--- config.mk ---
export PLATFORM = sky130hd
export DESIGN_NAME = serial_set_time_command_parser
export DESIGN_NICKNAME = d
export VERILOG_FILES = /design/src/hdl/sstcp_pkg.sv /design/src/hdl/serial_set_time_command_parser.sv
export SDC_FILE = /design/constraint.sdc
export NUM_CORES = 1
export LEC_CHECK = 0
export ABC_AREA = 0
export BUFFER_PORTS_ARGS = -buffer_cell sky130_fd_sc_hd__buf_2
export CORE_MARGIN = 1.5
export CORE_UTILIZATION = 45
export CTS_CLUSTER_DIAMETER = 60
export CTS_CLUSTER_SIZE = 8
export DETAILED_ROUTE_END_ITERATION = 8
export SYNTH_ARGS = -nofsm -noshare
export SYNTH_HDL_FRONTEND = slang
export SYNTH_SLANG_ARGS = --single-unit
--- constraint.sdc ---
create_clock -name clock -period 5.75 [get_ports clock]
set_clock_uncertainty 0.1 [all_clocks]
set_input_delay 0.8625 -clock clock [delete_from_list [all_inputs] [get_ports clock]]
set_output_delay 0.8625 -clock clock [all_outputs]
set_load 0.01 [all_outputs]
--- src/hdl/sstcp_pkg.sv ---
// Shared constants and helpers for the serial set-time command parser.
package sstcp_pkg;

   localparam int LINE_MAX_DEFAULT = 24;

   localparam int REQ_DATA_W = 8;
   localparam int RSP_DATA_W = 40;
   localparam int RSP_USER_W = 1;

   localparam int DIGIT_W = 4;
   localparam int DIGITS = 6;
   localparam int SLOT_W = 3;
   localparam int VALUE_W = 7;

   localparam int CMD_LEN = 16;
   localparam int PREFIX_LEN = 8;
   localparam int COLON_POS_0 = 10;
   localparam int COLON_POS_1 = 13;

   localparam logic [7:0] CHAR_CR = 8'h0D;
   localparam logic [7:0] CHAR_LF = 8'h0A;
   localparam logic [7:0] CHAR_COLON = 8'h3A;
   localparam logic [7:0] CHAR_ZERO = 8'h30;
   localparam logic [7:0] CHAR_NINE = 8'h39;
   localparam logic [7:0] CHAR_NUL = 8'h00;

   localparam logic [7:0] PREFIX_TEXT [0:PREFIX_LEN-1] = '{
      8'h53, 8'h45, 8'h54, 8'h54, 8'h49, 8'h4D, 8'h45, 8'h3D
   };

   localparam logic [VALUE_W-1:0] HOUR_MAX = 7'd23;
   localparam logic [VALUE_W-1:0] MIN_SEC_MAX = 7'd59;

   localparam logic [SLOT_W-1:0] SLOT_HOUR_TENS = 3'd0;
   localparam logic [SLOT_W-1:0] SLOT_HOUR_ONES = 3'd1;
   localparam logic [SLOT_W-1:0] SLOT_MIN_TENS = 3'd2;
   localparam logic [SLOT_W-1:0] SLOT_MIN_ONES = 3'd3;
   localparam logic [SLOT_W-1:0] SLOT_SEC_TENS = 3'd4;
   localparam logic [SLOT_W-1:0] SLOT_SEC_ONES = 3'd5;

   // tens * 10 + ones, as shift-and-add
   function automatic logic [VALUE_W-1:0] two_digit_value(
      input logic [DIGIT_W-1:0] tens,
      input logic [DIGIT_W-1:0] ones
   );
      logic [VALUE_W-1:0] acc;
      acc = {tens, 3'b000} + {2'b00, tens, 1'b0} + {3'b000, ones};
      return acc;
   endfunction

endpackage

--- src/hdl/serial_set_time_command_parser.sv ---
// Serial set-time command parser: line assembly, pattern check and time verdict.
//
// Usage:
//   req_* carries received serial bytes, one per transfer (req_tdata[7:0]).
//   CR or LF ends a line. A nonempty line gives one transfer on rsp_*; an
//   empty line gives none. A non-terminator byte arriving on a full line
//   (LINE_MAX-1 bytes held) discards the line and is dropped.
//   rsp_tuser is 1 when the line was a valid SETTIME=HH:MM:SS command with
//   the time in range; rsp_tdata then holds binary and BCD time, else zeros.
//   A terminator passes through the input register, then the result register,
//   before its result shows on rsp_*.
//   Throughput: one byte per cycle while no held result stalls rsp_*; the
//   position check between the input and result registers is combinational.
//   Reset clears the line state and both valid flags; no pass is needed.
//   When rsp_tready is low with a result held, the input register fills and
//   req_tready drops; nothing is lost and the held result stays stable.
module serial_set_time_command_parser #(
   parameter int LINE_MAX = sstcp_pkg::LINE_MAX_DEFAULT
) (
   input  logic                              clock,
   input  logic                              reset,
   input  logic                              req_tvalid,
   output logic                              req_tready,
   // [7:0] rx_byte
   input  logic [sstcp_pkg::REQ_DATA_W-1:0]  req_tdata,
   output logic                              rsp_tvalid,
   input  logic                              rsp_tready,
   // [4:0] hour_bin, [10:5] minute_bin, [16:11] second_bin,
   // [22:17] hour_bcd, [29:23] minute_bcd, [36:30] second_bcd, [39:37] zero
   output logic [sstcp_pkg::RSP_DATA_W-1:0]  rsp_tdata,
   // [0] accepted
   output logic [sstcp_pkg::RSP_USER_W-1:0]  rsp_tuser
);

   localparam int LenW = $clog2(LINE_MAX);
   localparam logic [LenW-1:0] LenLimit = LenW'(LINE_MAX - 1);
   localparam logic [LenW-1:0] CmdLen = LenW'(sstcp_pkg::CMD_LEN);

   logic                                   in_valid_ff, in_valid_in;
   logic [sstcp_pkg::REQ_DATA_W-1:0]       in_byte_ff, in_byte_in;
   logic [LenW-1:0]                        line_len_ff, line_len_in;
   logic                                   pattern_ok_ff, pattern_ok_in;
   logic [sstcp_pkg::DIGIT_W-1:0]          digit_ff [sstcp_pkg::DIGITS];
   logic [sstcp_pkg::DIGIT_W-1:0]          digit_in [sstcp_pkg::DIGITS];
   logic                                   rsp_valid_ff, rsp_valid_in;
   logic [sstcp_pkg::RSP_DATA_W-1:0]       rsp_data_ff, rsp_data_in;
   logic [sstcp_pkg::RSP_USER_W-1:0]       rsp_user_ff, rsp_user_in;

   logic                                   advance;
   logic                                   process;
   logic                                   is_term;
   logic                                   has_room;
   logic                                   byte_ok;
   logic                                   is_digit;
   logic                                   slot_hit;
   logic [sstcp_pkg::SLOT_W-1:0]           slot;
   logic [sstcp_pkg::VALUE_W-1:0]          hour_val, min_val, sec_val;
   logic                                   verdict;

   assign advance = !rsp_valid_ff || rsp_tready;
   assign process = in_valid_ff && advance;
   assign req_tready = !in_valid_ff || advance;

   assign rsp_tvalid = rsp_valid_ff;
   assign rsp_tdata = rsp_data_ff;
   assign rsp_tuser = rsp_user_ff;

   assign is_term = (in_byte_ff == sstcp_pkg::CHAR_CR) || (in_byte_ff == sstcp_pkg::CHAR_LF);
   assign has_room = line_len_ff < LenLimit;
   assign is_digit = (in_byte_ff >= sstcp_pkg::CHAR_ZERO) && (in_byte_ff <= sstcp_pkg::CHAR_NINE);

   // per-position pattern check
   always_comb begin
      if (line_len_ff < LenW'(sstcp_pkg::PREFIX_LEN)) begin
         byte_ok = in_byte_ff == sstcp_pkg::PREFIX_TEXT[line_len_ff[2:0]];
      end else if (line_len_ff inside {LenW'(sstcp_pkg::COLON_POS_0),
                                       LenW'(sstcp_pkg::COLON_POS_1)}) begin
         byte_ok = in_byte_ff == sstcp_pkg::CHAR_COLON;
      end else if (line_len_ff == CmdLen) begin
         byte_ok = in_byte_ff == sstcp_pkg::CHAR_NUL;
      end else if (line_len_ff > CmdLen) begin
         byte_ok = 1'b1;
      end else begin
         byte_ok = is_digit;
      end
   end

   always_comb begin
      slot_hit = 1'b1;
      case (line_len_ff)
         LenW'(8):  slot = sstcp_pkg::SLOT_HOUR_TENS;
         LenW'(9):  slot = sstcp_pkg::SLOT_HOUR_ONES;
         LenW'(11): slot = sstcp_pkg::SLOT_MIN_TENS;
         LenW'(12): slot = sstcp_pkg::SLOT_MIN_ONES;
         LenW'(14): slot = sstcp_pkg::SLOT_SEC_TENS;
         LenW'(15): slot = sstcp_pkg::SLOT_SEC_ONES;
         default: begin
            slot = sstcp_pkg::SLOT_HOUR_TENS;
            slot_hit = 1'b0;
         end
      endcase
   end

   assign hour_val = sstcp_pkg::two_digit_value(digit_ff[sstcp_pkg::SLOT_HOUR_TENS],
                                                digit_ff[sstcp_pkg::SLOT_HOUR_ONES]);
   assign min_val = sstcp_pkg::two_digit_value(digit_ff[sstcp_pkg::SLOT_MIN_TENS],
                                               digit_ff[sstcp_pkg::SLOT_MIN_ONES]);
   assign sec_val = sstcp_pkg::two_digit_value(digit_ff[sstcp_pkg::SLOT_SEC_TENS],
                                               digit_ff[sstcp_pkg::SLOT_SEC_ONES]);

   assign verdict = pattern_ok_ff && (line_len_ff >= CmdLen)
                    && (hour_val <= sstcp_pkg::HOUR_MAX)
                    && (min_val <= sstcp_pkg::MIN_SEC_MAX)
                    && (sec_val <= sstcp_pkg::MIN_SEC_MAX);

   always_comb begin
      in_valid_in = req_tready ? req_tvalid : in_valid_ff;
      in_byte_in = (req_tvalid && req_tready) ? req_tdata : in_byte_ff;

      line_len_in = line_len_ff;
      pattern_ok_in = pattern_ok_ff;
      digit_in = digit_ff;
      rsp_valid_in = rsp_valid_ff && !rsp_tready;
      rsp_data_in = rsp_data_ff;
      rsp_user_in = rsp_user_ff;

      if (process) begin
         if (is_term) begin
            line_len_in = '0;
            pattern_ok_in = 1'b1;
            if (line_len_ff != '0) begin
               rsp_valid_in = 1'b1;
               rsp_user_in = verdict;
               if (verdict) begin
                  rsp_data_in = {
                     3'b000,
                     digit_ff[sstcp_pkg::SLOT_SEC_TENS][2:0],
                     digit_ff[sstcp_pkg::SLOT_SEC_ONES],
                     digit_ff[sstcp_pkg::SLOT_MIN_TENS][2:0],
                     digit_ff[sstcp_pkg::SLOT_MIN_ONES],
                     digit_ff[sstcp_pkg::SLOT_HOUR_TENS][1:0],
                     digit_ff[sstcp_pkg::SLOT_HOUR_ONES],
                     sec_val[5:0],
                     min_val[5:0],
                     hour_val[4:0]
                  };
               end else begin
                  rsp_data_in = '0;
               end
            end
         end else if (has_room) begin
            if (!byte_ok) begin
               pattern_ok_in = 1'b0;
            end else if (slot_hit) begin
               digit_in[slot] = in_byte_ff[3:0];
            end
            line_len_in = line_len_ff + LenW'(1);
         end else begin
            // full line: drop it along with this byte
            line_len_in = '0;
            pattern_ok_in = 1'b1;
         end
      end
   end

   always_ff @(posedge clock) begin
      if (reset) begin
         in_valid_ff <= 1'b0;
         line_len_ff <= '0;
         pattern_ok_ff <= 1'b1;
         rsp_valid_ff <= 1'b0;
         for (int i = 0; i < sstcp_pkg::DIGITS; i++) begin
            digit_ff[i] <= '0;
         end
      end else begin
         in_valid_ff <= in_valid_in;
         line_len_ff <= line_len_in;
         pattern_ok_ff <= pattern_ok_in;
         rsp_valid_ff <= rsp_valid_in;
         digit_ff <= digit_in;
      end
   end

   always_ff @(posedge clock) begin
      in_byte_ff <= in_byte_in;
      rsp_data_ff <= rsp_data_in;
      rsp_user_ff <= rsp_user_in;
   end

endmodule

==> results of run 1 <==
synthesized netlist by cell type (2+ instances only):
master	number	area (um^2)
dfxtp_1	32	641
nor4_1	3	18.8
nor2_1	9	33.8
xor2_1	8	70.1
a21o_1	7	52.6
inv_1	29	109
buf_2	2	10.0
buf_4	6	45.0
clkbuf_1	6	22.5
o2111ai_2	4	60.1
and2_1	30	188
nand2b_1	31	194
edfxtp_1	43	1290
nor3b_1	3	22.5
o21ai_0	5	25.0
a21oi_1	13	65.1
xnor2_1	3	26.3
fa_1	6	120
ha_1	29	363
a22oi_1	4	30.0
nand2_1	7	26.3
nor2b_1	6	37.5
nand3_1	3	15.0
mux2i_1	25	250
nor3_1	2	10.0
and3_1	4	25.0
o211ai_2	3	37.5
placed cells by master, fill, tap and decap left out, types with 7 or more instances in the layout:
| cell type | n |
|---|---|
| dfxtp_1 | 32 |
| mux2i_1 | 25 |
| nand2b_1 | 31 |
| a21oi_1 | 13 |
| ha_1 | 29 |
| clkbuf_8 | 9 |
| nor2_1 | 9 |
| xor2_1 | 8 |
| and2_1 | 30 |
| buf_2 | 51 |
| inv_1 | 29 |
| a21o_1 | 7 |
| edfxtp_1 | 43 |
| nand2_1 | 7 |
worst paths after layout:
check | end | depth (start not counted) | slack (ns) | from
worst min register to register | digit_ff[16]$_SDFFE_PP0P_ | 2 | 0.37 | digit_ff[16]$_SDFFE_PP0P_
worst min-delay path | digit_ff[16]$_SDFFE_PP0P_ | 2 | 0.37 | digit_ff[16]$_SDFFE_PP0P_
worst max register to register | rsp_tdata[16]$_SDFFCE_PN0P_ | 11 | 2.31 | digit_ff[4]$_SDFFE_PP0P_
worst max-delay path | rsp_tdata[16]$_SDFFCE_PN0P_ | 11 | 2.31 | digit_ff[4]$_SDFFE_PP0P_
state kept, by name, indices dropped and copies added (netlist names):
register       flops
rsp_tdata         34
digit_ff          24
in_byte_ff         8
line_len_ff        5
in_valid_ff        1
pattern_ok_ff      1
rsp_tuser          1
rsp_tvalid         1
per-layer routing:
metal	track usage	wire length (um)
met1	0.221	3490
met2	0.264	3470
met3	0.0353	311
met4	0.0659	128
met5	0	0
critical path, stage by stage, from the launching register on:
cell and delay [ns]:
dfxtp_1 0.41, inv_1 0.08, fa_1 0.55, inv_1 0.06, ha_1 0.28, a21o_1 0.16, a21oi_1 0.16, xor2_1 0.21
o311ai_1 0.20, nor4_4 0.62, buf_4 0.32, nor2b_1 0.15
metrics by stage:
stage	setup slack [ns]	cell area (um^2)	cells	utilization	hold WS, ns
floorplan	2.87	4040	352	-	0.334
global placement	2.34	4370	499	0.501	0.362
detailed placement	2.25	4370	499	0.501	0.363
CTS	2.23	4560	515	0.523	0.380
global route	2.01	4560	515	0.523	0.389
finish	2.31	4560	515	0.523	0.374
kinds of logic (layout without fill, tap and decap cells):
| group | count (synthesis) | count (layout) |
|---|---|---|
| AO/OA/AOI/OAI | 51 | 51 |
| flip-flops | 75 | 75 |
| other | 1 | 3 |
| buffers and inverters | 43 | 98 |
| adder cells (fa/ha/maj) | 35 | 35 |
| AND/OR/NAND/NOR | 108 | 108 |
| XOR/XNOR | 11 | 11 |
| multiplexers | 26 | 26 |
cell type report:
cell class / instances / area (um^2)
clock buffers: 9 / 124
flip-flops and latches: 75 / 1930
multi-input cells: 234 / 1920
well taps: 108 / 135
repair buffers: 53 / 270
clock inverters: 7 / 68.8
inverters: 29 / 109
fillers: 772 / 4160
power by group:
part	internal [uW]	switching, uW	leakage [uW]
clock network	199	200	0.0000966
registers	569	9.07	0.000578
logic	17.3	25.7	0.00127
total	785	234	0.00194
==> impl_results.md, run 1 <==
- Detailed placement HPWL: about 5.3 mm
- Critical path arrival: about 3.6 ns
- GR Overflow Total: 0
- Starting Density: 0.463
- Initial DRC Count: just over 90
- Vias in the first global route: approximately 2,500
- Synth Flop Type: edfxtp_1
- # port buffers: 51
- Synth warn: 0
- #FFs+latches synth: between 70 and 80
- Layout area overhead: 13.1%
- Xor-xnor portion of the synthesized cell area: 0.0239
- CORE AREA: between 0.008 and 0.009 mm^2
- CP Class: reg -> reg
- Setup violations, final: 0
- Mux cell area share after synthesis: 0.0648
- Compound-Gate Fraction of Synth Area: 0.102
- CTS tree: done
- Crit. End Element: register
- DRT antenna net count: 0
- Avg WL per Cell: 14.4 um
- Largest family of logic cells by synthesized area: simple AND/OR/NAND/NOR gates
- Fin. max-slew vios: 0
- Slew HR: 0.578
- Largest net degree at the start of global routing: 37
- Number of hold violations in the final report: 0
- Std cell rows: 34
- Post-synth EDFFs: 43
- N_diodes: 0
- GP Congestion: around 0.8
- CP required: 5.86 ns
- Power per Cell Area: around 220 mW/mm^2
- Post-synthesis sequential area ratio: 0.479
- First-pass GRT wire length: roughly 12 mm
- Slew @ Worst Pin: roughly 0.63 ns
- Longest Clk Path Bufs: 2
- Clk sinks: 75
- Leak: around 0.0019 uW
- Die Ht: ~98 um
- Run status: finished clean
- Die extent in x: around 98 um
- Mapped Cells: between 300 and 400
- Critical-path maximum fanout: 19
- Initial antenna violation count: 0
- Max-Cap Viols: 0
- Total detailed-routing wirelength: around 7.4 mm
- Fin crit period: between 3 and 4 ns
- Yosys cell types: between 50 and 60
- TritonCTS buffer count: 9
- Post_cts resized: 0
- Router iterations before antenna repair: 4
- Vias: approximately 2,700
- Total GRT Usage: 0.166
- Share of cells above drive strength 1: 0.201
- Remaining DRCs: 0
- Syn avg cell area: 11.5 um^2
- Setup bufs post-CTS: 0
- Startpoint type of the worst setup path: register
- Skew-Pair Late Insertion Delay: roughly 0.35 ns
- Synthesized area: around 0.004 mm^2
- Synth Area in Adders: 0.120
- Peak supply drop: 0.101 mV
- Fmax: around 290 MHz
- # H-tree levels: 3
- Die ar.: 0.00954 mm^2
- Hold Buf Count CTS: 0
- Fin nets: 449
- Vias/cell: approximately 5
- Hold Path Class: reg -> reg
- Final period util: 0.599
- Post-route setup TNS: 0 ns
- Simple-gate share of the synthesized area: 0.164
- Ys async rst share: 0
- Worst-path clk slew: around 0.080 ns
- # IOs: between 50 and 60
- CTS root buf: clkbuf_8
- Design Power: 1020 uW
- RSZ-0062 raised after global routing: false
No activity file was read; power rests on OpenSTA's default activity.
==> inputs of run 2 (changes only) <==
PLACE_DENSITY = 0.67   (was not set)
clock period = 2.9 ns   (was 5.75 ns; I/O delays follow)
==> impl_results.md, run 2 (synthesis gave the netlist of run 1 again) <==
- Run status: finished with violations
- Violated checks: negative setup slack
- Hold Path Class: in -> reg
- Final period util: 1.07
- Skew-Pair Late Insertion Delay: 0.35 ns
- First-pass GRT wire length: about 13 mm
- Peak supply drop: about 0.24 mV
- Vias in the first global route: about 2,500
- Largest net degree at the start of global routing: 37
- GP Congestion: about 0.9
- Logic pwr share: 0.040
- Layout area overhead: 20.4%
- # port buffers: 51
- DRT antenna net count: 0
- Detailed placement HPWL: between 5 and 6 mm
- Switching Fraction: 0.217
- Max reg flops: 34
- Avg WL per Cell: 15.1 um
- CP Class: reg -> reg
- FILL cells: approximately 720
- Slew HR: 0.636
- Fin nets: about 470
- Clk sinks: between 70 and 80
- Hold EP: in_byte_ff[4]$_DFFE_PP_
- Die extent in x: approximately 98 um
- Critical-path maximum fanout: 5
- Internal Power: 1640 uW
- Slack of the worst reg-to-reg path: -0.19 ns
- Critical path arrival: between 3 and 4 ns
- Most frequent cells in the layout: buf_2, edfxtp_1, nand2b_1
- Total GRT Usage: 0.165
- Initial antenna violation count: 0
- Fin. max-slew vios: 0
- Starting Density: 0.463
- Remaining DRCs: 0
- Setup WS post-layout: -0.192 ns
- GR Overflow Total: 0
- TritonCTS buffer count: 9
- RR Endpoint: rsp_tdata[6]$_SDFFCE_PN0P_
- Slew @ Worst Pin: approximately 0.54 ns
- # IOs: 55
- Clock power frac: 0.413
- # H-tree levels: 3
- Reg power frac: 0.547
- R2r startpoint: digit_ff[14]$_SDFFE_PP0P_
- Die Ht: 97.7 um
- Fin crit period: between 3 and 4 ns
- Setup violations, final: 32
- Vias: 2,751
- Sw Pwr: roughly 450 uW
- Hold slack: roughly 0.16 ns
- Vias/cell: 5.15
- Number of hold violations in the final report: 0
- Router iterations before antenna repair: 4
- Leak: 0.00208 uW
- CORE AREA: 0.00872 mm^2
- Hold path depth: 1
- CTS tree: done
- Die ar.: 0.00954 mm^2
- Power per Cell Area: 431 mW/mm^2
- Total detailed-routing wirelength: 8.07 mm
- Startpoint type of the worst setup path: register
- CP required: a little over 3 ns
- N_diodes: 0
- RSZ-0062 raised after global routing: true
- Std cell rows: 34
- Initial DRC Count: between 80 and 90
- CTS root buf: clkbuf_8
- Post-Place Setup Slack: -0.0411 ns
- Max-Cap Viols: 0
- Fmax: between 300 and 400 MHz
- Most common cell after layout, fill and taps aside: buf_2
- Hold wc startpoint: req_tdata[4]
- Share of cells above drive strength 1: 0.291
- Worst-path clk slew: ~0.07 ns
- Crit. End Element: register
- Longest Clk Path Bufs: 2
- R2R cell count: 12
==> run 2: critical path: stages, from the launching register on <==
cell and delay [ns]:
dfxtp_2 0.34, inv_2 0.04, fa_1 0.54, inv_2 0.05, fa_2 0.34, a21o_1 0.19
a21oi_2 0.14, xor2_1 0.21, nand3_1 0.15, nor4_4 0.38, buf_6 0.20, clkbuf_16 0.16
and2_4 0.13
==> run 2: power groups by stage <==
| stage | sequential [uW] | combinational [uW] | clock, uW |
|---|---|---|---|
| 2_1_floorplan | 1170 | 65.2 | 0 |
| 3_3_place_gp | 1170 | 81.7 | 0 |
| 3_5_place_dp | 1170 | 83.4 | 0 |
| 4_1_cts | 1150 | 84.1 | 882 |
| 5_1_grt | 1150 | 92.5 | 928 |
| 6_report | 1150 | 83.7 | 864 |
==> run 2: stage by stage <==
step                cells  utilization  total power (uW)  setup TNS (ns)  area [um^2]
floorplan             352            -              1230               0         4040
global placement      512        0.515              1250               0         4490
detailed placement    512        0.515              1250          -0.103         4490
CTS                   528        0.539              2110          -0.564         4700
global route          534        0.557              2170           -9.27         4860
finish                534        0.557              2090           -4.44         4860
==> run 2: final cells by class <==
class	count	area, um^2	share of cell area
clock inverters	6	80.1	0.0165
repair buffers	72	488	0.100
well taps	108	135	0.0278
flip-flops and latches	75	1940	0.399
multi-input cells	234	1980	0.408
inverters	29	109	0.0224
clock buffers	10	128	0.0263
==> run 2: metal layers <==
metal / track usage / vias to the layer above / wire (um)
met5: 0 / - / 0
met1: 0.222 / 1307 / 3640
met4: 0.0780 / 0 / 144
met3: 0.0317 / 13 / 285
li1: - / 1369 / -
met2: 0.257 / 62 / 4000
==> run 2: timing repair <==
action | CTS | global route
setup endpoints to repair | 34 | 35
gates resized for setup | 0 | 27
endpoints found under the hold margin | 0 | 0
cloned | 0 | 5
pin swaps | 0 | 16
hold buffers | 0 | 0
buffers inserted | 0 | 1
==> run 2: worst max path at each step <==
| stage | startpoint | end | slack, ns | cells after the start |
|---|---|---|---|---|
| 2_1_floorplan | digit_ff[3]$_SDFFE_PP0P_ | rsp_tdata[10]$_SDFFCE_PN0P_ | 0.02 | 11 |
| 3_3_place_gp | digit_ff[3]$_SDFFE_PP0P_ | rsp_tdata[19]$_SDFFCE_PN0P_ | 0.04 | 11 |
| 3_5_place_dp | digit_ff[19]$_SDFFE_PP0P_ | rsp_tdata[15]$_SDFFCE_PN0P_ | -0.04 | 11 |
| 4_1_cts | digit_ff[19]$_SDFFE_PP0P_ | rsp_tdata[16]$_SDFFCE_PN0P_ | -0.04 | 11 |
| 5_1_grt | digit_ff[14]$_SDFFE_PP0P_ | rsp_tdata[4]$_SDFFCE_PN0P_ | -0.32 | 12 |
| 6_report | digit_ff[14]$_SDFFE_PP0P_ | rsp_tdata[6]$_SDFFCE_PN0P_ | -0.19 | 12 |
